==> config.mk <==
export PLATFORM = sky130hd
export DESIGN_NAME = ttcb_queue
export DESIGN_NICKNAME = d
export VERILOG_FILES = /design/src/rtl/ttcb_pkg.sv /design/src/rtl/ttcb_queue.sv
export VERILOG_INCLUDE_DIRS = /design/src /design/src/rtl
export SDC_FILE = /design/constraint.sdc
export NUM_CORES = 1
export LEC_CHECK = 0
export BUFFER_PORTS_ARGS = -buffer_cell sky130_fd_sc_hd__buf_2
export CORE_MARGIN = 2
export CORE_UTILIZATION = 46
export DETAILED_ROUTE_END_ITERATION = 10
export PLACE_DENSITY = 0.75
export SETUP_SLACK_MARGIN = 0.4
export SLEW_MARGIN = 20
export SYNTH_ARGS = -nofsm -noshare
export SYNTH_HDL_FRONTEND = slang
export SYNTH_SLANG_ARGS = --single-unit
==> constraint.sdc <==
create_clock -name clock -period 2.6 [get_ports clock]
set_input_delay 0.13 -clock clock [delete_from_list [all_inputs] [get_ports clock]]
set_output_delay 0.13 -clock clock [all_outputs]
set_load 0.03 [all_outputs]
==> src/rtl/text_terminal_cursor_buffer_macros.svh <==
// ----------------------------------------------------------------------------
// text terminal cursor buffer assertion macros
// shared property shorthands for the block's concurrent checks
// ----------------------------------------------------------------------------
`ifndef TEXT_TERMINAL_CURSOR_BUFFER_MACROS_SVH
`define TEXT_TERMINAL_CURSOR_BUFFER_MACROS_SVH

`ifndef SYNTH

// same-cycle implication
`define TTCB_ASSERT_IMPL(label, clk, rst, ante, cons) \
   label: assert property (@(posedge clk) disable iff (rst) (ante) |-> (cons)) \
      else $error("ttcb check failed");

// next-cycle implication
`define TTCB_ASSERT_NEXT(label, clk, rst, ante, cons) \
   label: assert property (@(posedge clk) disable iff (rst) (ante) |=> (cons)) \
      else $error("ttcb check failed");

`else

`define TTCB_ASSERT_IMPL(label, clk, rst, ante, cons)
`define TTCB_ASSERT_NEXT(label, clk, rst, ante, cons)

`endif

`endif

==> src/rtl/ttcb_pkg.sv <==
// ----------------------------------------------------------------------------
// ttcb_pkg
// shared constants and types of the text terminal cursor buffer
// ----------------------------------------------------------------------------
`default_nettype none

package ttcb_pkg;

   localparam int MAX_COLS    = 128;
   localparam int MAX_ROWS    = 64;
   localparam int COL_W       = $clog2(MAX_COLS);
   localparam int ROW_W       = $clog2(MAX_ROWS);
   localparam int ADDR_W      = COL_W + ROW_W;
   localparam int STORE_DEPTH = MAX_COLS * MAX_ROWS;
   localparam int CHAR_W      = 8;

   localparam int QUEUE_DEPTH = 4;
   localparam int QPTR_W      = $clog2(QUEUE_DEPTH);

   // opcodes
   localparam logic OP_FEED = 1'b0;
   localparam logic OP_READ = 1'b1;

   // csr indexes
   localparam logic CSR_COLUMNS = 1'b0;
   localparam logic CSR_ROWS    = 1'b1;

   localparam logic [7:0] COLUMNS_RESET = 8'd80;
   localparam logic [6:0] ROWS_RESET    = 7'd24;

   // character codes
   localparam logic [CHAR_W-1:0] CHAR_ESC      = 8'h1B;
   localparam logic [CHAR_W-1:0] CHAR_DEL      = 8'h7F;
   localparam logic [CHAR_W-1:0] CHAR_NL       = 8'h0A;
   localparam logic [CHAR_W-1:0] CHAR_TILDE    = 8'h7E;
   localparam logic [CHAR_W-1:0] CHAR_UNDER    = 8'h5F;
   localparam logic [CHAR_W-1:0] CHAR_SPACE    = 8'h20;
   localparam logic [CHAR_W-1:0] CHAR_LBRACKET = 8'h5B;
   localparam logic [CHAR_W-1:0] CHAR_DIGIT0   = 8'h30;
   localparam logic [CHAR_W-1:0] CHAR_DIGIT3   = 8'h33;
   localparam logic [CHAR_W-1:0] CHAR_DIGIT9   = 8'h39;
   localparam logic [CHAR_W-1:0] CHAR_UP       = 8'h41;
   localparam logic [CHAR_W-1:0] CHAR_DOWN     = 8'h42;
   localparam logic [CHAR_W-1:0] CHAR_RIGHT    = 8'h43;
   localparam logic [CHAR_W-1:0] CHAR_LEFT     = 8'h44;

   // how the back end forms cell_char
   typedef enum logic [1:0] {
      SEL_ZERO,
      SEL_SPACE,
      SEL_UNDER,
      SEL_STORE
   } char_sel_type;

   // one classified command from front to back
   typedef struct packed {
      logic                wr_en;
      char_sel_type        char_sel;
      logic [ADDR_W-1:0]   addr;
      logic [CHAR_W-1:0]   wdata;
      logic [COL_W-1:0]    cursor_col;
      logic [ROW_W-1:0]    cursor_row;
      logic                in_escape;
   } cmd_type;

endpackage

`default_nettype wire

==> src/rtl/ttcb_queue.sv <==
// ----------------------------------------------------------------------------
// ttcb_queue
// short command fifo between the front and back ends
// ----------------------------------------------------------------------------
`default_nettype none

`include "text_terminal_cursor_buffer_macros.svh"

module ttcb_queue (
   input  wire                      clock,
   input  wire                      reset,
   input  wire                      push,
   input  ttcb_pkg::cmd_type        push_cmd,
   output logic                     push_ready,
   output logic                     pop_valid,
   input  wire                      pop,
   output ttcb_pkg::cmd_type        pop_cmd
);

   localparam int DEPTH  = ttcb_pkg::QUEUE_DEPTH;
   localparam int PTR_W  = ttcb_pkg::QPTR_W;
   localparam int CNT_W  = PTR_W + 1;

   ttcb_pkg::cmd_type  slot_ff [DEPTH];
   logic [PTR_W-1:0]   wr_ptr_ff, wr_ptr_in;
   logic [PTR_W-1:0]   rd_ptr_ff, rd_ptr_in;
   logic [CNT_W-1:0]   count_ff, count_in;

   assign push_ready = (count_ff != CNT_W'(DEPTH));
   assign pop_valid  = (count_ff != '0);
   assign pop_cmd    = slot_ff[rd_ptr_ff];

   always_comb begin
      wr_ptr_in = push ? wr_ptr_ff + PTR_W'(1) : wr_ptr_ff;
      rd_ptr_in = pop  ? rd_ptr_ff + PTR_W'(1) : rd_ptr_ff;
      case ({push, pop})
         2'b10:   count_in = count_ff + CNT_W'(1);
         2'b01:   count_in = count_ff - CNT_W'(1);
         default: count_in = count_ff;
      endcase
   end

   always_ff @(posedge clock) begin
      if (push) begin
         slot_ff[wr_ptr_ff] <= push_cmd;
      end
   end

   always_ff @(posedge clock) begin
      if (reset) begin
         wr_ptr_ff <= '0;
         rd_ptr_ff <= '0;
         count_ff  <= '0;
      end else begin
         wr_ptr_ff <= wr_ptr_in;
         rd_ptr_ff <= rd_ptr_in;
         count_ff  <= count_in;
      end
   end

   `TTCB_ASSERT_IMPL(a_no_overflow, clock, reset, push, count_ff != CNT_W'(DEPTH))
   `TTCB_ASSERT_IMPL(a_no_underflow, clock, reset, pop, count_ff != '0)
   `TTCB_ASSERT_NEXT(a_count_step, clock, reset, push && !pop, count_ff == $past(count_ff) + 1)

endmodule

`default_nettype wire

==> load_flow_metrics.sql <==
INSERT INTO impl_metrics (metric_group, metric, value, unit) VALUES
('clocking', 'clock_tree.root_cell', 'sky130_fd_sc_hd__clkbuf_16', ''),
('synthesis', 'ys.warnings.count', '0', ''),
('power_and_ir_drop', 'pwr-share-seq', '0.485', ''),
('worst_hold_path', 'timing.hold.worst.class', 'input pin to flip-flop', ''),
('final_layout', 'final_cells', '570', ''),
('floorplanning', 'die_area', '13800', 'sq um'),
('grt', 'gr-usage-all-layers', '0.161', ''),
('drt', 'drt-wirelength-per-cell', '17.6', 'microns'),
('floorplanning', 'chipWidth', '118', 'microns'),
('sta', 'hold_violations', '0', ''),
('clocking', 'cts_repair_resize_count', '0', ''),
('synthesis', 'synth_area_leader_cell', 'sky130_fd_sc_hd__edfxtp_1', ''),
('floorplanning', 'area_of_the_core', '12600', 'sq um'),
('grt', 'grt_pass1_vias', '3177', ''),
('placement', 'globalplace.congestion', '0.674', ''),
('sta', 'period_share', '0.739', ''),
('placement', 'placement.io_buffers', '81', ''),
('placement', 'dp.final_hpwl', '6.04', 'mm'),
('drt', 'routed-via-count', '2856', ''),
('clocking', 'number_of_buffers_created_by_cts', '17', ''),
('setup_path', 'setup.worst_path.start_class', 'flip-flop', ''),
('worst_hold_path', 'worst_hold_path_cell_count', '3', ''),
('synthesis', 'number_of_standard_cells_after_synthesis', '245', ''),
('power_and_ir_drop', 'combPwrFrac', '0.121', ''),
('setup_path', 'path_class', 'flip-flop to output pin', ''),
('grt', 'antenna_found_initial', '0', ''),
('sta', 'final_period_minus_worst_setup_slack', '1920', 'ps'),
('synthesis', 'synth-seq-area-share', '0.800', ''),
('power_and_ir_drop', 'vdd_ir_drop_max', '0.000499', 'V'),
('clocking', 'clkSlewWorstSetupHoldPaths', '60', 'ps'),
('clocking', 'htree_levels', '4', ''),
('clocking', 'clock_tree_from_tritoncts', 'done', ''),
('floorplanning', 'num_io_pins', '82', ''),
('final_layout', 'fill_cells', '933', ''),
('setup_path', 'timing.critical_path.to_type', 'output pin', ''),
('sta', 'finalSetupViolCount', '0', ''),
('sta', 'maxClockFrequency', '520', 'MHz'),
('power_and_ir_drop', 'switching_share_of_power', '0.231', ''),
('synthesis', 'netlist_top_cells_area', 'sky130_fd_sc_hd__edfxtp_1 77%, sky130_fd_sc_hd__mux4_2 14%, sky130_fd_sc_hd__dfxtp_1 3.0%', ''),
('final_layout', 'design.final.nets', '433', ''),
('sta', 'grt_setup_unrepaired', 'no', ''),
('run_status', 'outcome', 'completed', ''),
('drt', 'detail_route.wirelength', '10.0', 'mm'),
('synthesis', 'ys_seq_elements', '161', ''),
('sta', 'final_max_slew_viol_count', '0', ''),
('clocking', 'clock_tree.buffer_depth', '2', ''),
('sta', 'setup_skew', '11.4', 'ps'),
('sta', 'headroom_to_the_max_slew_limit', '0.616', ''),
('sta', 'whs', '21.1', 'ps'),
('grt', 'grt_overflow', '0', ''),
('power_and_ir_drop', 'static_power_due_to_leakage', '2.64', 'nW'),
('setup_path', 'cp.arrival', '1790', 'ps'),
('job', 'drv.max_cap_violation_count', '0', ''),
('placement', 'numPlacedInstances', '498', ''),
('setup_path', 'worst-endpoint-required', '2470', 'ps'),
('drt', 'antenna_left', '0', ''),
('synthesis', 'yosysTopAreaCellShare', '0.769', ''),
('floorplanning', 'effective_utilization_at_floorplan', '0.470', ''),
('drt', 'post-route-drc-count', '0', ''),
('power_and_ir_drop', 'internal_power', '4.78', 'mW'),
('clocking', 'cts_num_sinks', '161', ''),
('setup_path', 'cp_max_fo', '19', ''),
('sta', 'fin_setup_tns', '0', 'ps'),
('floorplanning', 'row_count', '41', ''),
('final_layout', 'ant_cells', '0', ''),
('setup_path', 'r2r.worst_path.cells', '3', ''),
('grt', 'maximum_number_of_pins_on_one_net_before_global_route_repair', '22', ''),
('clocking', 'clkLatencyLatePin', '420', 'ps'),
('sta', 'max_slew.worst_pin.slew', '576', 'ps'),
('power_and_ir_drop', 'pwr-share-clk', '0.395', ''),
('synthesis', 'synth.net_count', '293', ''),
('final_layout', 'layout.core_utilization', '0.601', ''),
('final_layout', 'post_route_cells_drive_above_1_share', '0.412', ''),
('drt', 'drt_first_pass_iters', '4', ''),
('drt', 'via_per_inst', '5.01', ''),
('power_and_ir_drop', 'switching_power', '1.44', 'mW'),
('drt', 'detailedRoute.firstIterationViolations', '196', ''),
('floorplanning', 'chip_height', '118', 'microns'),
('synthesis', 'avgSynthCellArea', '24.2', 'sq um'),
('power_and_ir_drop', 'power-per-cell-area', '819', 'nW/um^2'),
('synthesis', 'summed_instance_area_of_the_synthesized_netlist', '5930', 'sq um'),
('synthesis', 'yosys.cell_types.count', '21', ''),
('grt', 'first_pass_grt_wire_length', '16.5', 'mm'),
('final_layout', 'area_growth', '27.9', '%');
registers in the layout, summed over array words and instances, names as in the netlist, named ones only:
name	cells
rd_ptr_ff	2
wr_ptr_ff	2
count_ff	3
slot_ff	152
power groups by stage:
stage               registers [mW]  logic (mW)  clock network (mW)
floorplan                     3.05       0.507                   0
global placement              3.07       0.685                   0
detailed placement            3.08       0.695                   0
CTS                           3.01       0.767                2.51
global route                  3.02       0.810                2.61
finish                        3.01       0.751                2.45
cells in the final DEF (no fill, tap or decap):
cell type / netlist / final
sky130_fd_sc_hd__clkinv_2: 0 / 3
sky130_fd_sc_hd__inv_1: 6 / 6
sky130_fd_sc_hd__ha_1: 5 / 5
sky130_fd_sc_hd__o21ai_0: 1 / 1
sky130_fd_sc_hd__clkinv_4: 0 / 4
sky130_fd_sc_hd__xor2_1: 3 / 3
sky130_fd_sc_hd__clkinv_1: 0 / 3
sky130_fd_sc_hd__a21oi_1: 2 / 2
sky130_fd_sc_hd__and2_2: 0 / 4
sky130_fd_sc_hd__bufinv_16: 0 / 3
sky130_fd_sc_hd__xnor2_1: 2 / 2
sky130_fd_sc_hd__nand2_1: 1 / 1
sky130_fd_sc_hd__dfxtp_1: 9 / 7
sky130_fd_sc_hd__inv_6: 0 / 1
sky130_fd_sc_hd__mux2i_1: 1 / 1
sky130_fd_sc_hd__edfxtp_1: 152 / 152
sky130_fd_sc_hd__fa_1: 1 / 1
sky130_fd_sc_hd__mux4_2: 38 / 38
sky130_fd_sc_hd__buf_12: 2 / 4
sky130_fd_sc_hd__clkbuf_16: 0 / 17
sky130_fd_sc_hd__dfxtp_4: 0 / 1
sky130_fd_sc_hd__dfxtp_2: 0 / 1
sky130_fd_sc_hd__clkinvlp_4: 0 / 1
sky130_fd_sc_hd__nand3_1: 1 / 1
sky130_fd_sc_hd__buf_2: 3 / 81
sky130_fd_sc_hd__nor2_1: 8 / 8
sky130_fd_sc_hd__or3_1: 2 / 2
sky130_fd_sc_hd__buf_4: 1 / 6
sky130_fd_sc_hd__dlygate4sd3_1: 0 / 39
per-stage QoR:
step                      area, sq um  setup WS (ps)  total power [mW]
final                            7590            678              6.22
after global routing             7590            599              6.44
after CTS                        7590            643              6.29
after detailed placement         6590            843              3.78
after global placement           6590            839              3.76
after floorplan                  5930            735              3.56
critical path, stage by stage (launching register included):
cell	delay, ps
sky130_fd_sc_hd__dfxtp_2	460
sky130_fd_sc_hd__buf_4	340
sky130_fd_sc_hd__mux4_2	370
sky130_fd_sc_hd__buf_2	200
logic make-up (layout without fill, tap and decap cells):
kind of cell    count (synthesis)  count (layout)  synth area share
compound gates                  3               3           0.00253
xor+xnor                        5               5           0.00738
fa+ha+maj                       6               6            0.0139
buf+inv                        15             168            0.0175
flops                         161             161             0.800
mux                            39              39             0.146
simple gates                   16              16            0.0129
synth_stat cells, drive strengths merged:
library cell  count
a21oi             2
and2              4
buf               7
clkbuf            2
dfxtp             9
edfxtp          152
fa                1
ha                5
inv               6
mux2i             1
mux4             38
nand2             1
nand3             1
nor2              8
o21ai             1
or3               2
xnor2             2
xor2              3
cell type report:
type | instances | area [sq um] | share of cell area
clock buffer | 17 | 425 | 0.0561
clock inverter | 15 | 168 | 0.0221
sequential | 161 | 4750 | 0.626
inverter | 6 | 22.5 | 0.00297
multi-input combinational | 69 | 1090 | 0.143
timing repair buffer | 130 | 921 | 0.121
tap | 172 | 215 | 0.0284
timing repair:
item                                    CTS  global route
setup buffers                             1             0
hold buffers                             39             0
endpoints found under the setup margin    7             0
hold endpoints to repair                160             0
final timing paths:
path                                  start                       end  slack [ps]
setup reg to reg  wr_ptr_ff[0]$_SDFFE_PP0P_  slot_ff[3][15]$_DFFE_PP_         950
hold / removal                          pop                 flip-flop          20
hold reg to reg    count_ff[1]$_SDFFE_PP0P_  count_ff[1]$_SDFFE_PP0P_         530
setup / recovery                  flip-flop                pop_cmd[0]         680
metal layers:
metal,share of wire,up-vias,global-route usage
met2,0.50,78,0.255
met1,0.44,1461,0.209
met3,0.042,18,0.0470
met4,0.022,0,0.0708
met5,0,-,0
li1,-,1299,-
No activity file was read; power rests on OpenSTA's default activity.
