**config.mk**
```make
export PLATFORM = sky130hd
export DESIGN_NAME = ttcb_front
export DESIGN_NICKNAME = d
export VERILOG_FILES = /design/src/rtl/text_terminal_cursor_buffer_macros.svh /design/src/rtl/ttcb_pkg.sv /design/src/rtl/ttcb_front.sv
export SDC_FILE = /design/constraint.sdc
export NUM_CORES = 1
export LEC_CHECK = 0
export BUFFER_PORTS_ARGS = -buffer_cell sky130_fd_sc_hd__buf_2
export CORE_MARGIN = 2
export CORE_UTILIZATION = 45
export CTS_CLUSTER_DIAMETER = 60
export CTS_CLUSTER_SIZE = 28
export DETAILED_ROUTE_END_ITERATION = 8
export GPL_TIMING_DRIVEN = 0
export MAX_ROUTING_LAYER = met4
export PLACE_DENSITY = 0.7
export SLEW_MARGIN = 20
export SYNTH_ARGS = -nofsm -noshare
export SYNTH_HDL_FRONTEND = slang
export SYNTH_SLANG_ARGS = --single-unit
```
**constraint.sdc**
```tcl
create_clock -name clock -period 5.1 [get_ports clock]
set_input_delay 0.765 -clock clock [delete_from_list [all_inputs] [get_ports clock]]
set_output_delay 0.765 -clock clock [all_outputs]
set_load 0.005 [all_outputs]
```
**src/rtl/text_terminal_cursor_buffer_macros.svh**
```systemverilog
// ----------------------------------------------------------------------------
// text terminal cursor buffer assertion macros
// shared property shorthands for the block's concurrent checks
// ----------------------------------------------------------------------------
`ifndef TEXT_TERMINAL_CURSOR_BUFFER_MACROS_SVH
`define TEXT_TERMINAL_CURSOR_BUFFER_MACROS_SVH

`ifndef SYNTH

// same-cycle implication
`define TTCB_ASSERT_IMPL(label, clk, rst, ante, cons) \
   label: assert property (@(posedge clk) disable iff (rst) (ante) |-> (cons)) \
      else $error("ttcb check failed");

// next-cycle implication
`define TTCB_ASSERT_NEXT(label, clk, rst, ante, cons) \
   label: assert property (@(posedge clk) disable iff (rst) (ante) |=> (cons)) \
      else $error("ttcb check failed");

`else

`define TTCB_ASSERT_IMPL(label, clk, rst, ante, cons)
`define TTCB_ASSERT_NEXT(label, clk, rst, ante, cons)

`endif

`endif

```
**src/rtl/ttcb_pkg.sv**
```systemverilog
// ----------------------------------------------------------------------------
// ttcb_pkg
// shared constants and types of the text terminal cursor buffer
// ----------------------------------------------------------------------------
`default_nettype none

package ttcb_pkg;

   localparam int MAX_COLS    = 128;
   localparam int MAX_ROWS    = 64;
   localparam int COL_W       = $clog2(MAX_COLS);
   localparam int ROW_W       = $clog2(MAX_ROWS);
   localparam int ADDR_W      = COL_W + ROW_W;
   localparam int STORE_DEPTH = MAX_COLS * MAX_ROWS;
   localparam int CHAR_W      = 8;

   localparam int QUEUE_DEPTH = 4;
   localparam int QPTR_W      = $clog2(QUEUE_DEPTH);

   // opcodes
   localparam logic OP_FEED = 1'b0;
   localparam logic OP_READ = 1'b1;

   // csr indexes
   localparam logic CSR_COLUMNS = 1'b0;
   localparam logic CSR_ROWS    = 1'b1;

   localparam logic [7:0] COLUMNS_RESET = 8'd80;
   localparam logic [6:0] ROWS_RESET    = 7'd24;

   // character codes
   localparam logic [CHAR_W-1:0] CHAR_ESC      = 8'h1B;
   localparam logic [CHAR_W-1:0] CHAR_DEL      = 8'h7F;
   localparam logic [CHAR_W-1:0] CHAR_NL       = 8'h0A;
   localparam logic [CHAR_W-1:0] CHAR_TILDE    = 8'h7E;
   localparam logic [CHAR_W-1:0] CHAR_UNDER    = 8'h5F;
   localparam logic [CHAR_W-1:0] CHAR_SPACE    = 8'h20;
   localparam logic [CHAR_W-1:0] CHAR_LBRACKET = 8'h5B;
   localparam logic [CHAR_W-1:0] CHAR_DIGIT0   = 8'h30;
   localparam logic [CHAR_W-1:0] CHAR_DIGIT3   = 8'h33;
   localparam logic [CHAR_W-1:0] CHAR_DIGIT9   = 8'h39;
   localparam logic [CHAR_W-1:0] CHAR_UP       = 8'h41;
   localparam logic [CHAR_W-1:0] CHAR_DOWN     = 8'h42;
   localparam logic [CHAR_W-1:0] CHAR_RIGHT    = 8'h43;
   localparam logic [CHAR_W-1:0] CHAR_LEFT     = 8'h44;

   // how the back end forms cell_char
   typedef enum logic [1:0] {
      SEL_ZERO,
      SEL_SPACE,
      SEL_UNDER,
      SEL_STORE
   } char_sel_type;

   // one classified command from front to back
   typedef struct packed {
      logic                wr_en;
      char_sel_type        char_sel;
      logic [ADDR_W-1:0]   addr;
      logic [CHAR_W-1:0]   wdata;
      logic [COL_W-1:0]    cursor_col;
      logic [ROW_W-1:0]    cursor_row;
      logic                in_escape;
   } cmd_type;

endpackage

`default_nettype wire

```
**src/rtl/ttcb_front.sv**
```systemverilog
// ----------------------------------------------------------------------------
// ttcb_front
// accepts items, runs the escape parser and cursor, classifies store access
// ----------------------------------------------------------------------------
`default_nettype none

module ttcb_front (
   input  wire                      clock,
   input  wire                      reset,
   // input stream
   input  wire                      req_tvalid,
   output logic                     req_tready,
   input  wire  [23:0]              req_tdata,   // in_byte, read_row, read_col
   input  wire                      req_tuser,   // opcode
   // csr write
   input  wire                      csr_valid,
   output logic                     csr_ready,
   input  wire                      csr_index,
   input  wire  [7:0]               csr_data,
   // to queue
   input  wire                      queue_ready,
   input  wire                      clear_busy,
   output logic                     cmd_push,
   output ttcb_pkg::cmd_type        cmd
);

   typedef enum logic [1:0] {
      ESC_IDLE,
      ESC_SECOND,
      ESC_THIRD,
      ESC_COLLECT
   } esc_state_type;

   localparam int COL_W  = ttcb_pkg::COL_W;
   localparam int ROW_W  = ttcb_pkg::ROW_W;
   localparam int CHAR_W = ttcb_pkg::CHAR_W;

   localparam logic [7:0] GRID_W_MAX = 8'(ttcb_pkg::MAX_COLS);
   localparam logic [6:0] GRID_H_MAX = 7'(ttcb_pkg::MAX_ROWS);

   esc_state_type      esc_ff, esc_in;
   logic [COL_W-1:0]   col_ff, col_in;
   logic [ROW_W-1:0]   row_ff, row_in;
   logic               bracket_ff, bracket_in;
   logic               del_ff, del_in;
   logic [7:0]         columns_ff, columns_in;
   logic [6:0]         rows_ff, rows_in;

   logic               accept;
   logic [CHAR_W-1:0]  in_byte;
   logic [ROW_W-1:0]   read_row;
   logic [COL_W-1:0]   read_col;
   logic [7:0]         grid_w;
   logic [6:0]         grid_h;
   logic               can_left, can_right, can_up, can_down;
   logic [COL_W-1:0]   left_col;
   logic               is_digit;
   logic               read_out;

   assign in_byte  = req_tdata[7:0];
   assign read_row = req_tdata[13:8];
   assign read_col = req_tdata[20:14];

   assign req_tready = queue_ready && !clear_busy;
   assign accept     = req_tvalid && req_tready;
   assign csr_ready  = 1'b1;

   // effective grid, clamped to 1..max
   always_comb begin
      if (columns_ff == 8'd0) begin
         grid_w = 8'd1;
      end else if (columns_ff > GRID_W_MAX) begin
         grid_w = GRID_W_MAX;
      end else begin
         grid_w = columns_ff;
      end
      if (rows_ff == 7'd0) begin
         grid_h = 7'd1;
      end else if (rows_ff > GRID_H_MAX) begin
         grid_h = GRID_H_MAX;
      end else begin
         grid_h = rows_ff;
      end
   end

   assign can_left  = (col_ff != '0);
   assign can_up    = (row_ff != '0);
   assign can_right = (({1'b0, col_ff} + 8'd1) < grid_w);
   assign can_down  = (({1'b0, row_ff} + 7'd1) < grid_h);
   assign left_col  = can_left ? (col_ff - COL_W'(1)) : col_ff;
   assign is_digit  = (in_byte >= ttcb_pkg::CHAR_DIGIT0) && (in_byte <= ttcb_pkg::CHAR_DIGIT9);
   assign read_out  = ({1'b0, read_row} >= grid_h) || ({1'b0, read_col} >= grid_w);

   always_comb begin
      esc_in        = esc_ff;
      col_in        = col_ff;
      row_in        = row_ff;
      bracket_in    = bracket_ff;
      del_in        = del_ff;
      cmd.wr_en     = 1'b0;
      cmd.char_sel  = ttcb_pkg::SEL_ZERO;
      cmd.addr      = {row_ff, col_ff};
      cmd.wdata     = ttcb_pkg::CHAR_SPACE;

      if (accept) begin
         if (req_tuser == ttcb_pkg::OP_READ) begin
            cmd.addr = {read_row, read_col};
            if (read_out) begin
               cmd.char_sel = ttcb_pkg::SEL_SPACE;
            end else if (read_row == row_ff && read_col == col_ff) begin
               cmd.char_sel = ttcb_pkg::SEL_UNDER;
            end else begin
               cmd.char_sel = ttcb_pkg::SEL_STORE;
            end
         end else begin
            case (esc_ff)
               ESC_SECOND: begin
                  bracket_in = (in_byte == ttcb_pkg::CHAR_LBRACKET);
                  esc_in     = ESC_THIRD;
               end
               ESC_THIRD: begin
                  if (is_digit) begin
                     del_in = bracket_ff && (in_byte == ttcb_pkg::CHAR_DIGIT3);
                     esc_in = ESC_COLLECT;
                  end else begin
                     esc_in = ESC_IDLE;
                     if (bracket_ff) begin
                        if (in_byte == ttcb_pkg::CHAR_UP && can_up) begin
                           row_in = row_ff - ROW_W'(1);
                        end else if (in_byte == ttcb_pkg::CHAR_DOWN && can_down) begin
                           row_in = row_ff + ROW_W'(1);
                        end else if (in_byte == ttcb_pkg::CHAR_RIGHT && can_right) begin
                           col_in = col_ff + COL_W'(1);
                        end else if (in_byte == ttcb_pkg::CHAR_LEFT && can_left) begin
                           col_in = left_col;
                        end
                     end
                  end
               end
               ESC_COLLECT: begin
                  if (in_byte == ttcb_pkg::CHAR_TILDE) begin
                     cmd.wr_en = del_ff;
                     esc_in    = ESC_IDLE;
                  end
                  del_in = 1'b0;
               end
               default: begin
                  if (in_byte == ttcb_pkg::CHAR_ESC) begin
                     esc_in     = ESC_SECOND;
                     bracket_in = 1'b0;
                     del_in     = 1'b0;
                  end else if (in_byte == ttcb_pkg::CHAR_DEL) begin
                     col_in    = left_col;
                     cmd.addr  = {row_ff, left_col};
                     cmd.wr_en = 1'b1;
                  end else if (in_byte == ttcb_pkg::CHAR_NL) begin
                     if (can_down) begin
                        row_in = row_ff + ROW_W'(1);
                     end
                  end else begin
                     cmd.wr_en = 1'b1;
                     cmd.wdata = in_byte;
                     if (can_right) begin
                        col_in = col_ff + COL_W'(1);
                     end
                  end
               end
            endcase
         end
      end

      cmd.cursor_col = col_in;
      cmd.cursor_row = row_in;
      cmd.in_escape  = (esc_in != ESC_IDLE);
   end

   assign cmd_push = accept;

   always_comb begin
      columns_in = columns_ff;
      rows_in    = rows_ff;
      if (csr_valid && csr_ready) begin
         if (csr_index == ttcb_pkg::CSR_COLUMNS) begin
            columns_in = csr_data;
         end else begin
            rows_in = csr_data[6:0];
         end
      end
   end

   always_ff @(posedge clock) begin
      if (reset) begin
         esc_ff     <= ESC_IDLE;
         col_ff     <= '0;
         row_ff     <= '0;
         bracket_ff <= 1'b0;
         del_ff     <= 1'b0;
         columns_ff <= ttcb_pkg::COLUMNS_RESET;
         rows_ff    <= ttcb_pkg::ROWS_RESET;
      end else begin
         esc_ff     <= esc_in;
         col_ff     <= col_in;
         row_ff     <= row_in;
         bracket_ff <= bracket_in;
         del_ff     <= del_in;
         columns_ff <= columns_in;
         rows_ff    <= rows_in;
      end
   end

endmodule

`default_nettype wire

```
==> run summary <==
Worst Tran Pin Value = 1109 ps
Initial Util = 0.4605
FF-to-FF setup slack = 1240 ps
CTS buffer count = 5
critical path type = reg -> out
sequential area share after synthesis = 0.1437
type of origin of the critical path = flip-flop
Syn Inst Count = 612
placed inst area = 4981 um2
Routed WL per cell = 19.39 um
Finished Layout Cells = 825
num ports = 81
CP max FO = 6
placed cells = 816
Worst Reg2Reg Path Length in Cells = 14
Layout Skew = 16.86 ps
largest net degree at the start of global routing = 11
Core Area = 9684 um2
PortBufs = 71
fin area = 5105 um2
most instantiated cells after synthesis = 70 x nand2_1, 53 x nor2_1, 50 x a21oi_1
Remaining DRCs = 0
final core utilization = 0.5271
max-cap violations = 0
CP Capture Type = primary output
initial antenna violation count = 0
worst hold-check path type = reg -> reg
leading area contributor after synthesis = dfxtp_1
# H-tree levels = 2
Worst path slowest cell = nor4b_2
NumNets Final = 761
WP data arrival = 4160 ps
Worst slew margin = 0.2578
# setup viols final = 0
Final TNS setup = 0 ps
layout cells sized above 1 = 0.2038
Clock Path Buffers = 2
Worst-path clk slew = 90 ps
Max Slew Vio Count = 0
Area Growth Syn to Fin = 14.48%
filler cell count = 958
Post-synth EDFFs = 0
Final Worst Setup Slack = 173.8 ps
Hold EP = columns_ff[0]$_SDFFE_PP0P_
Final Critical Period = 4926 ps
synthesized area per cell = 7.286 um2
status = finished, final reports clean
drt first-iter violations = 382
RSZ-0062 raised after global routing = true
detailed-route wire length = 16000 um
final hold vios = 0
Die ar. = 10720 um2
worst r2r src = col_ff[0]$_SDFF_PP0_
DR vias/cell = 6.255
WP data required = 4340 ps
Synth Net Count = 682
drt pass-1 iters = 5
Antenna Nets Post-Route = 0
# clock sinks = 32
fmax = 203.0 MHz
Hold-fix buffers, CTS = 0
pwr/cell area = 139.7 nW/um2
Area contributors post-synth = dfxtp_1 14%, ha_1 8.4%, nand2_1 5.9%, a21oi_1 5.6%, nor2_1 4.5%
Die X = 103.5 um
gr usage total = 0.2980
Vias = 5160
vias in the first global route = 4873
CTS tree = done
most common cell in the synthesized netlist = nand2_1
first-pass GRT wire length = 25470 um
dpl hpwl = 12400 um
Final period util = 0.9659
hold depth = 2
Synth warnings = 0
FFs w/ async S/R, synth = 0
Synth Flop Type = dfxtp_1
clock root buffer = clkbuf_8
Leak = 2.088 nW
mapped cell area = 4459 um2
Crit path largest cell delay = 590 ps
GRT overflow = 0
Hold Startpoint = columns_ff[0]$_SDFFE_PP0P_
clk_lat worst skew = 300 ps
post-synthesis cell type count = 95
Yosys reg bits = 32
number of diodes = 0
dpl ws = 524.6 ps
Chip Height = 103.5 um
routability cong. = 0.9556
Critical Path, Cell by Cell = ha_2 > and3_1 > clkbuf_1 > and3_2 > xnor2_1 > ha_1 > nand4_1 > or2_2 > a311oi_4 > buf_4 > nor4b_2 > mux2_2 > o21ai_1 > nand3_1 > buf_2
Peak VDD IR = 0.09417 mV
R2R Path End = col_ff[1]$_SDFF_PP0_
Synth top area share = 0.1437
Core Rows = 36
-- report_power, final --
group          switching, mW  internal, mW
Sequential           0.00643         0.257
Clock                  0.113         0.145
Combinational          0.118        0.0734
Total                  0.238         0.476
-- cell usage in the layout, fill, tap and decap left out, drive strengths merged, types with 6 or more instances in the layout --
cell    count
a21oi      52
o21ai      36
o211ai      7
inv        19
xnor2      15
nor4       13
dfxtp      32
nand2b     10
nand3      22
nand2      71
mux2       10
xor2       17
ha         30
and3       10
nor2       55
a31oi      10
and2        9
nand3b      9
o22ai       6
o31ai       6
a32oi       6
nor2b       6
clkbuf     33
buf        83
nand4      10
nor3       31
-- metrics by stage --
step / hold WS, ps / total power, mW
CTS: 471.8 / 0.7081
detailed placement: 462.5 / 0.4550
global route: 501.4 / 0.7437
global placement: 452.0 / 0.4495
finish: 469.7 / 0.7134
floorplan: 436.6 / 0.3886
-- how the worst max path moves through the flow --
stage,startpoint,to,slack [ps],cells after the start
2_1_floorplan,col_ff[0]$_SDFF_PP0_,cmd[13],1200,13
3_3_place_gp,col_ff[0]$_SDFF_PP0_,cmd[13],530,14
3_5_place_dp,col_ff[0]$_SDFF_PP0_,cmd[13],520,14
4_1_cts,col_ff[0]$_SDFF_PP0_,cmd[13],170,14
5_1_grt,col_ff[2]$_SDFF_PP0_,cmd[8],-2,15
6_report,col_ff[0]$_SDFF_PP0_,cmd[8],170,15
-- worst max-delay path: cells and delay by family, from the launching register on --
kind                     cells  cell delay, ps
multiplexers                 1             400
AO/OA/AOI/OAI                2             260
adder cells (fa/ha/maj)      2             600
XOR/XNOR                     1             170
buffers and inverters        3             620
AND/OR/NAND/NOR              6            1460
flip-flops                   1             370
-- state kept, by name, summed over array words and instances, names as in the netlist --
register    count
columns_ff      8
col_ff          7
rows_ff         7
row_ff          6
esc_ff          2
bracket_ff      1
del_ff          1
-- metal layers --
layer / vias to the layer above / wire [um] / track usage
met3: 38 / 1314 / 0.03461
met1: 2409 / 6804 / 0.3831
met5: - / 0 / -
met4: 0 / 378 / 0.09363
li1: 2434 / - / -
met2: 279 / 7500 / 0.4915
-- cell families after synthesis --
logic type | after synthesis | share of synthesized area
buffers and inverters | 58 | 0.07014
AO/OA/AOI/OAI | 173 | 0.2708
multiplexers | 14 | 0.03592
adder cells (fa/ha/maj) | 31 | 0.08642
AND/OR/NAND/NOR | 271 | 0.3277
XOR/XNOR | 32 | 0.06454
flip-flops | 32 | 0.1437
other | 1 | 0.0008409
-- layout make-up --
class | instances | area, um2 | share of cell area
repair buffers | 72 | 362.8 | 0.07108
plain buffers | 38 | 237.7 | 0.04657
flip-flops and latches | 32 | 640.6 | 0.1255
multi-input cells | 522 | 3515 | 0.6885
clock inverters | 2 | 35.03 | 0.006863
inverters | 20 | 75.07 | 0.01471
well taps | 133 | 166.4 | 0.03260
clock buffers | 6 | 72.57 | 0.01422
-- what timing repair did --
| item | 4_1_cts | 5_1_grt |
|---|---|---|
| gates resized for setup | 0 | 2 |
| setup endpoints to repair | 0 | 3 |
| setup buffers | 0 | 1 |
Power figures use the tool's default switching activity.
